--- src/hdl/eas_pkg.sv ---
// shared types and constants for the edge attribute stepper
// no dependencies; imported by eas_ctrl, eas_datapath and edge_attribute_stepper

package eas_pkg;

  localparam int NUM_ATTRS = 6;
  localparam int IDX_W     = 3;
  localparam int FIELD_W   = 32;
  localparam int STEP_W    = 32;
  localparam int CHUNK_W   = 16;
  localparam int MODE_W    = 2;

  localparam logic [MODE_W-1:0] MODE_LOAD_START = 2'd0;
  localparam logic [MODE_W-1:0] MODE_SETUP      = 2'd1;
  localparam logic [MODE_W-1:0] MODE_STEP       = 2'd2;

  // beat layout
  localparam int AXIS_BIT  = 0;
  localparam int ATTR_LSB  = 1;
  localparam int STEP_LSB  = ATTR_LSB + NUM_ATTRS * FIELD_W;
  localparam int S_TDATA_W = 232;
  localparam int S_TUSER_W = MODE_W;
  localparam int M_TDATA_W = NUM_ATTRS * FIELD_W;
  localparam int M_TUSER_W = 1;

  typedef struct packed {
    logic             capture;
    logic             load_start;
    logic             delta_load;
    logic             zero_setup;
    logic             div_init;
    logic             div_step;
    logic             div_write;
    logic             mul_lo;
    logic             mul_hi;
    logic             mul_write;
    logic             load_out;
    logic [IDX_W-1:0] idx;
  } dp_cmd_t;

  typedef struct packed {
    logic [MODE_W-1:0] mode;
    logic              axis_y;
    logic              delta_zero;
  } dp_status_t;

endpackage

--- src/hdl/eas_ctrl.sv ---
// sequencing state machine for the edge attribute stepper
// depends on eas_pkg; drives eas_datapath through dp_cmd_t

module eas_ctrl
  import eas_pkg::*;
#(
  parameter int ATTR_WIDTH = 32,
  parameter int FRAC_BITS  = 16
) (
  input  logic       clk,
  input  logic       rst,
  input  logic       s_tvalid,
  output logic       s_tready,
  output logic       m_tvalid,
  input  logic       m_tready,
  input  dp_status_t status,
  output dp_cmd_t    cmd
);

  localparam int DIV_STEPS = ATTR_WIDTH + FRAC_BITS + 1;
  localparam int CNT_W     = $clog2(DIV_STEPS);
  localparam logic [IDX_W-1:0] LAST_IDX = IDX_W'(NUM_ATTRS - 1);

  localparam logic [3:0] ST_IDLE   = 4'd0;
  localparam logic [3:0] ST_DECODE = 4'd1;
  localparam logic [3:0] ST_DELTA  = 4'd2;
  localparam logic [3:0] ST_CHECK  = 4'd3;
  localparam logic [3:0] ST_DINIT  = 4'd4;
  localparam logic [3:0] ST_DSTEP  = 4'd5;
  localparam logic [3:0] ST_DWRITE = 4'd6;
  localparam logic [3:0] ST_MLO    = 4'd7;
  localparam logic [3:0] ST_MHI    = 4'd8;
  localparam logic [3:0] ST_MWRITE = 4'd9;
  localparam logic [3:0] ST_RESULT = 4'd10;

  logic [3:0]       state, state_next;
  logic [IDX_W-1:0] idx, idx_next;
  logic [CNT_W-1:0] cnt, cnt_next;
  logic             out_valid, out_valid_next;

  assign s_tready = (state == ST_IDLE);
  assign m_tvalid = out_valid;

  always_comb begin
    state_next     = state;
    idx_next       = idx;
    cnt_next       = cnt;
    out_valid_next = out_valid && !m_tready;
    cmd            = '0;
    cmd.idx        = idx;
    unique case (state)
      ST_IDLE: begin
        if (s_tvalid) begin
          cmd.capture = 1'b1;
          state_next  = ST_DECODE;
        end
      end
      ST_DECODE: begin
        priority if (status.mode == MODE_LOAD_START) begin
          cmd.load_start = 1'b1;
          state_next     = ST_RESULT;
        end else if (status.mode == MODE_SETUP) begin
          idx_next   = IDX_W'(status.axis_y);
          state_next = ST_DELTA;
        end else if (status.mode == MODE_STEP) begin
          idx_next   = '0;
          state_next = ST_MLO;
        end else begin
          state_next = ST_RESULT;
        end
      end
      ST_DELTA: begin
        cmd.delta_load = 1'b1;
        state_next     = ST_CHECK;
      end
      ST_CHECK: begin
        if (status.delta_zero) begin
          cmd.zero_setup = 1'b1;
          state_next     = ST_RESULT;
        end else begin
          idx_next   = '0;
          state_next = ST_DINIT;
        end
      end
      ST_DINIT: begin
        cmd.div_init = 1'b1;
        cnt_next     = '0;
        state_next   = ST_DSTEP;
      end
      ST_DSTEP: begin
        cmd.div_step = 1'b1;
        cnt_next     = cnt + 1'b1;
        if (cnt == CNT_W'(DIV_STEPS - 1)) begin
          state_next = ST_DWRITE;
        end
      end
      ST_DWRITE: begin
        cmd.div_write = 1'b1;
        if (idx == LAST_IDX) begin
          state_next = ST_RESULT;
        end else begin
          idx_next   = idx + 1'b1;
          state_next = ST_DINIT;
        end
      end
      ST_MLO: begin
        cmd.mul_lo = 1'b1;
        state_next = ST_MHI;
      end
      ST_MHI: begin
        cmd.mul_hi = 1'b1;
        state_next = ST_MWRITE;
      end
      ST_MWRITE: begin
        cmd.mul_write = 1'b1;
        if (idx == LAST_IDX) begin
          state_next = ST_RESULT;
        end else begin
          idx_next   = idx + 1'b1;
          state_next = ST_MLO;
        end
      end
      ST_RESULT: begin
        if (!out_valid || m_tready) begin
          cmd.load_out   = 1'b1;
          out_valid_next = 1'b1;
          state_next     = ST_IDLE;
        end
      end
      default: begin
        state_next = ST_IDLE;
      end
    endcase
  end

  always_ff @(posedge clk) begin
    if (rst) begin
      state     <= ST_IDLE;
      idx       <= '0;
      cnt       <= '0;
      out_valid <= 1'b0;
    end else begin
      state     <= state_next;
      idx       <= idx_next;
      cnt       <= cnt_next;
      out_valid <= out_valid_next;
    end
  end

endmodule

--- src/hdl/eas_datapath.sv ---
// attribute store, shared restoring divider and chunked multiplier
// depends on eas_pkg; commanded by eas_ctrl

module eas_datapath
  import eas_pkg::*;
#(
  parameter int ATTR_WIDTH = 32,
  parameter int FRAC_BITS  = 16
) (
  input  logic                 clk,
  input  logic                 rst,
  input  dp_cmd_t              cmd,
  output dp_status_t           status,
  input  logic [S_TDATA_W-1:0] s_tdata,
  input  logic [S_TUSER_W-1:0] s_tuser,
  output logic [M_TDATA_W-1:0] out_data,
  output logic                 out_flag
);

  localparam int W    = ATTR_WIDTH;
  localparam int NW   = W + 1 + FRAC_BITS;
  localparam int PW   = W + STEP_W;
  localparam int SATW = W + STEP_W + 1;
  localparam int LW   = W + CHUNK_W + 1;

  function automatic logic signed [W-1:0] sat_attr(input logic signed [SATW-1:0] x);
    logic [SATW-W:0] hi;
    hi = x[SATW-1:W-1];
    if ((&hi) || !(|hi)) begin
      return x[W-1:0];
    end
    return x[SATW-1] ? {1'b1, {(W-1){1'b0}}} : {1'b0, {(W-1){1'b1}}};
  endfunction

  logic signed [W-1:0] start_a [NUM_ATTRS];
  logic signed [W-1:0] cur_a   [NUM_ATTRS];
  logic signed [W-1:0] inc_a   [NUM_ATTRS];
  logic signed [W-1:0] end_a   [NUM_ATTRS];

  logic [MODE_W-1:0]  mode;
  logic               axis_y;
  logic [STEP_W-1:0]  step;
  logic               delta_zero;
  logic               den_neg;
  logic               q_neg;
  logic [W:0]         dmag;
  logic [W:0]         rem;
  logic [NW-1:0]      quo;
  logic signed [PW-1:0] prod;
  logic               flag;

  logic signed [W-1:0] start_sel, end_sel, cur_sel, inc_sel;
  logic signed [W:0]   diff;
  logic [W:0]          diff_mag;
  logic [W+1:0]        rem_shift;
  logic                rem_ge;
  logic signed [NW:0]  q_signed;
  logic signed [LW-1:0] mul_a, mul_lo_b, p_lo;
  logic signed [W+CHUNK_W-1:0] mul_a_hi, mul_hi_b, p_hi;
  logic signed [PW-1:0] prod_shr;
  logic signed [W-1:0]  step_add;
  logic signed [W:0]    step_sum;

  assign start_sel = start_a[cmd.idx];
  assign end_sel   = end_a[cmd.idx];
  assign cur_sel   = cur_a[cmd.idx];
  assign inc_sel   = inc_a[cmd.idx];

  assign diff     = (W+1)'(end_sel) - (W+1)'(start_sel);
  assign diff_mag = diff[W] ? (W+1)'(-diff) : diff;

  assign rem_shift = {rem, quo[NW-1]};
  assign rem_ge    = (rem_shift >= {1'b0, dmag});
  assign q_signed  = q_neg ? -$signed({1'b0, quo}) : $signed({1'b0, quo});

  assign mul_a    = LW'(inc_sel);
  assign mul_lo_b = $signed(LW'({1'b0, step[CHUNK_W-1:0]}));
  assign p_lo     = mul_a * mul_lo_b;
  assign mul_a_hi = (W+CHUNK_W)'(inc_sel);
  assign mul_hi_b = (W+CHUNK_W)'($signed(step[STEP_W-1:CHUNK_W]));
  assign p_hi     = mul_a_hi * mul_hi_b;

  assign prod_shr = prod >>> FRAC_BITS;
  assign step_add = sat_attr(SATW'(prod_shr));
  assign step_sum = (W+1)'(cur_sel) + (W+1)'(step_add);

  assign status.mode       = mode;
  assign status.axis_y     = axis_y;
  assign status.delta_zero = delta_zero;

  // captured beat, divider and multiplier working registers, and the output registers
  always_ff @(posedge clk) begin
    if (cmd.capture) begin
      mode   <= s_tuser;
      axis_y <= s_tdata[AXIS_BIT];
      step   <= s_tdata[STEP_LSB +: STEP_W];
      for (int i = 0; i < NUM_ATTRS; i++) begin
        end_a[i] <= sat_attr(SATW'($signed(s_tdata[ATTR_LSB + i*FIELD_W +: FIELD_W])));
      end
    end
    if (cmd.delta_load) begin
      den_neg    <= diff[W];
      dmag       <= diff_mag;
      delta_zero <= (diff == '0);
    end
    if (cmd.div_init) begin
      q_neg <= diff[W] ^ den_neg;
      quo   <= {diff_mag, {FRAC_BITS{1'b0}}};
      rem   <= '0;
    end else if (cmd.div_step) begin
      rem <= rem_ge ? (W+1)'(rem_shift - {1'b0, dmag}) : rem_shift[W:0];
      quo <= {quo[NW-2:0], rem_ge};
    end
    if (cmd.mul_lo) begin
      prod <= PW'(p_lo);
    end else if (cmd.mul_hi) begin
      prod <= prod + (PW'(p_hi) <<< CHUNK_W);
    end
    if (cmd.load_out) begin
      out_flag <= flag;
      for (int i = 0; i < NUM_ATTRS; i++) begin
        out_data[i*FIELD_W +: FIELD_W] <= FIELD_W'(cur_a[i]);
      end
    end
  end

  // architectural state
  always_ff @(posedge clk) begin
    if (rst) begin
      flag <= 1'b0;
      for (int i = 0; i < NUM_ATTRS; i++) begin
        start_a[i] <= '0;
        cur_a[i]   <= '0;
        inc_a[i]   <= '0;
      end
    end else begin
      if (cmd.capture) begin
        flag <= 1'b0;
      end
      if (cmd.load_start) begin
        for (int i = 0; i < NUM_ATTRS; i++) begin
          start_a[i] <= end_a[i];
          cur_a[i]   <= end_a[i];
        end
      end
      if (cmd.zero_setup) begin
        flag <= 1'b1;
        for (int i = 0; i < NUM_ATTRS; i++) begin
          inc_a[i] <= '0;
          cur_a[i] <= start_a[i];
        end
      end
      if (cmd.div_write) begin
        inc_a[cmd.idx] <= sat_attr(SATW'(q_signed));
        cur_a[cmd.idx] <= start_sel;
      end
      if (cmd.mul_write) begin
        cur_a[cmd.idx] <= sat_attr(SATW'(step_sum));
      end
    end
  end

endmodule

--- src/hdl/edge_attribute_stepper.sv ---
// edge_attribute_stepper: six-attribute edge walker, one beat in and one beat out per item
// a start load or an unused mode goes straight to the result; a set-up divides each attribute
// in turn (shared one-bit-a-cycle divider) unless the span is zero; a step multiplies each
// in turn (16-bit chunk multiplier: low chunk, high chunk, write); one item in flight: the
// next beat is taken the cycle after the result is loaded, so the output register lets it
// in while a result waits; sync active-high reset clears control, start, cur, inc and flag

module edge_attribute_stepper
  import eas_pkg::*;
#(
  parameter int ATTR_WIDTH = 32,
  parameter int FRAC_BITS  = 16
) (
  input  logic                 clk,
  input  logic                 rst,
  input  logic                 s_tvalid,
  output logic                 s_tready,
  // axis_y, pos_x, pos_y, depth_in, red_in, green_in, blue_in, step_amount, zero pad
  input  logic [S_TDATA_W-1:0] s_tdata,
  // mode
  input  logic [S_TUSER_W-1:0] s_tuser,
  output logic                 m_tvalid,
  input  logic                 m_tready,
  // cur_x, cur_y, cur_depth, cur_red, cur_green, cur_blue
  output logic [M_TDATA_W-1:0] m_tdata,
  // zero_delta
  output logic [M_TUSER_W-1:0] m_tuser
);

  dp_cmd_t    cmd;
  dp_status_t status;
  logic       out_flag;

  eas_ctrl #(
    .ATTR_WIDTH (ATTR_WIDTH),
    .FRAC_BITS  (FRAC_BITS)
  ) u_ctrl (
    .clk      (clk),
    .rst      (rst),
    .s_tvalid (s_tvalid),
    .s_tready (s_tready),
    .m_tvalid (m_tvalid),
    .m_tready (m_tready),
    .status   (status),
    .cmd      (cmd)
  );

  eas_datapath #(
    .ATTR_WIDTH (ATTR_WIDTH),
    .FRAC_BITS  (FRAC_BITS)
  ) u_datapath (
    .clk      (clk),
    .rst      (rst),
    .cmd      (cmd),
    .status   (status),
    .s_tdata  (s_tdata),
    .s_tuser  (s_tuser),
    .out_data (m_tdata),
    .out_flag (out_flag)
  );

  assign m_tuser = M_TUSER_W'(out_flag);

endmodule

--- config.mk ---
export PLATFORM = sky130hd
export DESIGN_NAME = edge_attribute_stepper
export DESIGN_NICKNAME = d
export VERILOG_FILES = /design/src/hdl/eas_pkg.sv /design/src/hdl/eas_ctrl.sv /design/src/hdl/eas_datapath.sv /design/src/hdl/edge_attribute_stepper.sv
export SDC_FILE = /design/constraint.sdc
export NUM_CORES = 2
export LEC_CHECK = 0
export BUFFER_PORTS_ARGS = -buffer_cell sky130_fd_sc_hd__buf_4
export CORE_MARGIN = 2
export CORE_UTILIZATION = 50
export DETAILED_ROUTE_END_ITERATION = 16
export HOLD_SLACK_MARGIN = 0.03
export PLACE_DENSITY = 0.78
export SKIP_CTS_REPAIR_TIMING = 1
export SLEW_MARGIN = 20
export SYNTH_ARGS = -nofsm -noshare
export SYNTH_HDL_FRONTEND = slang
export SYNTH_SLANG_ARGS = --single-unit
--- constraint.sdc ---
create_clock -name clk -period 32.2 [get_ports clk]
set_input_delay 4.83 -clock clk [delete_from_list [all_inputs] [get_ports clk]]
set_output_delay 4.83 -clock clk [all_outputs]
set_load 0.05 [all_outputs]
==> flow_summary.ini <==
[die]
dieArea_mm2 = 0.198
boundaryPins = 433
die_w_um = 445
rows = 161
fp.coreArea_mm2 = 0.193
dieHeight_um = 445
start_util_pct = 50.4

[cts]
htreeDepth = 4
cts_buffer_depth = 3
clk_pin_slew_worst_paths_ns = 0.08
cts_tree = yes
clock-sinks = 1308
ctsRootBufferMaster = clkbuf_16
clk_latency_ns = 0.83
numCtsBuffers = 141

[worst_setup_path]
crit_top_cell = o21ai_0
cp-start-kind = flop
slowest_stage = buf_4
criticalPathCategory = flop to flop
slowest_delay_ns = 0.81
crit_path_max_fanout = 43
cp.required_ns = 32.71
critical_path_arrival_ns = 12.68
end_kind = flop

[final_layout]
multi_input_area_mm2 = 0.0523
drive_gt1_share_pct = 12.0
finalNetCount = 10508
final_cell_mix = inv_1, edfxtp_1, fa_1
nFillCells = 15616
final_common_cell = inv_1
final_cell_area_mm2 = 0.108
seq_area_mm2 = 0.0386
synthToLayoutAreaGrowth_pct = 10.9
fin_util_pct = 55.9

[synthesis]
synth_area_per_cell_um2 = 11.2
synth_cell_types = 82
ys_seq_elements = 1308
synth_edf_count = 1241
yosysSeqAreaShare_pct = 39.7
async_flop_share_pct = 0
syn_nets = 10263
syn_inst = 8662
yosysWarnings = 0
syn-cell-area_mm2 = 0.0972
synth_top_flop_cell = edfxtp_1

[global_routing]
grt_overflow_total = 0
grt_antenna_before_repair = 27
grt_pass1_wl_mm = 454
grt.total_usage_pct = 31.0
grt_max_degree = 193
grt_pass1_vias = 71886

[run]
max_cap_violations = 0

[route]
firstDrtPassIters = 8
routed_wl_mm = 306
drc = 0
via_count = 69876
postRouteAntennaNets = 0
wl_per_cell_um = 26.5
vias_per_cell = 6.04
drt_iter0_markers = 8499

[run_status]
status = completed

[timing]
rsz0062_at_grt = false
setup_violations = 0
tightestPinTransition_ns = 1.22
maxSlewHeadroom_pct = 18.1
post-route-min-period_ns = 12.17
period_share_pct = 37.8
setup_ws_ns = 20.03
skew_ns = 0.0673
slew_viol_final = 0
max_freq_mhz = 82.2
hold_violations = 0
setup_tns_ns = 0

[hold_path]
hold_class = flop to flop

[placement]
gp_congestion = 1.03
portBuffers = 425
dpl.hpwl_mm = 227
dp_worst_setup_slack_ns = 20.07
placed_cell_area_mm2 = 0.103
==> stage by stage <==
step                      std cells  hold slack (ns)
final                         11565            0.406
after global routing          11551            0.425
after CTS                     11544            0.395
after detailed placement      11288            0.430
after global placement        11288            0.416
after floorplan                8662            0.409
==> registers in the layout, indices dropped and copies added, names as in the netlist, 2 cells and up, named ones only <==
name,cells
u_ctrl.idx,3
u_datapath.dmag,33
u_datapath.quo,49
u_datapath.mode,2
u_ctrl.state,4
u_ctrl.cnt,6
u_datapath.step,32
m_tdata,192
u_datapath.start_a,192
u_datapath.prod,48
u_datapath.end_a,192
u_datapath.rem,33
u_datapath.cur_a,256
u_datapath.inc_a,256
==> cells in the mapped netlist (all sizes together), types with 27 or more instances <==
library cell     n  area (um2)
and2           569        3560
o31ai           34         269
fa             977       19600
and3            30         188
buf             46         199
mux2            66         743
nor2           437        1640
a22o            32         280
a21o           132         991
o21ai          410        2050
nor2b           67         419
mux2i          113        1130
clkbuf         403        1510
mux4           192        4320
xnor2          186        1630
a31oi           28         175
or2             27         169
nand3           72         360
a211oi          36         270
nor3            45         225
nand2          842        3160
dfxtp           67        1340
a21oi          442        2210
o21bai          37         278
xor2            88         771
nand2b          60         375
nand4           35         219
inv           1283        4820
ha             386        4830
edfxtp        1241       37300
o21a            43         323
==> cells by family (layout without fill, tap and decap cells) <==
group | count (synthesis) | after routing | share of synthesized area [%]
muxes | 371 | 371 | 6.37
buffers and inverters | 1732 | 2090 | 6.71
AOI/OAI and AO/OA | 1336 | 1336 | 8.34
DFF | 1308 | 1308 | 39.7
xor gates and xnor gates | 274 | 274 | 2.47
adders and majority gates | 1364 | 1364 | 25.1
other | 0 | 19 | 0
and+or+nand+nor | 2277 | 2277 | 11.3
==> cell type report <==
type | instances | share of cell area (%)
Antenna cell | 19 | 0.0441
Tap cell | 2526 | 2.93
Clock inverter | 77 | 0.912
Timing Repair Buffer | 551 | 3.89
Clock buffer | 179 | 3.45
Multi-Input combinational cell | 5622 | 48.5
Inverter | 1283 | 4.47
Sequential cell | 1308 | 35.8
==> path summary, 6_finish.rpt <==
path / start / to / slack (ns) / cells after the start
worst max-delay path: flop / u_datapath.prod[63]$_DFFE_PP_ / 20.03 / 41
worst min-delay path: u_datapath.cur_a[1][6]$_DFFE_PP_ / m_tdata[38]$_DFFE_PP_ / 0.41 / 0
worst max register to register: flop / u_datapath.prod[63]$_DFFE_PP_ / 20.03 / 41
worst min register to register: u_datapath.cur_a[1][6]$_DFFE_PP_ / m_tdata[38]$_DFFE_PP_ / 0.41 / 0
==> metal layers <==
layer	vias to the layer above	track usage [%]	share of wire, %
met5	-	0	0.039
met4	18	21.4	8.3
met3	994	9.40	12
met1	35028	38.5	35
li1	29514	-	-
met2	4322	46.8	44
==> worst max-delay path, delay by kind of cell, from the launching register on <==
| family | cells | cell delay, ns |
|---|---|---|
| compound gates | 16 | 3.79 |
| xor+xnor | 2 | 0.39 |
| fa+ha+maj | 8 | 3.27 |
| buf+inv | 5 | 1.24 |
| flops | 1 | 0.80 |
| mux | 2 | 0.88 |
| simple gates | 8 | 1.31 |
Power is not shown: default switching activity piles up to over one toggle a cycle in this logic, so the estimate is an artifact.
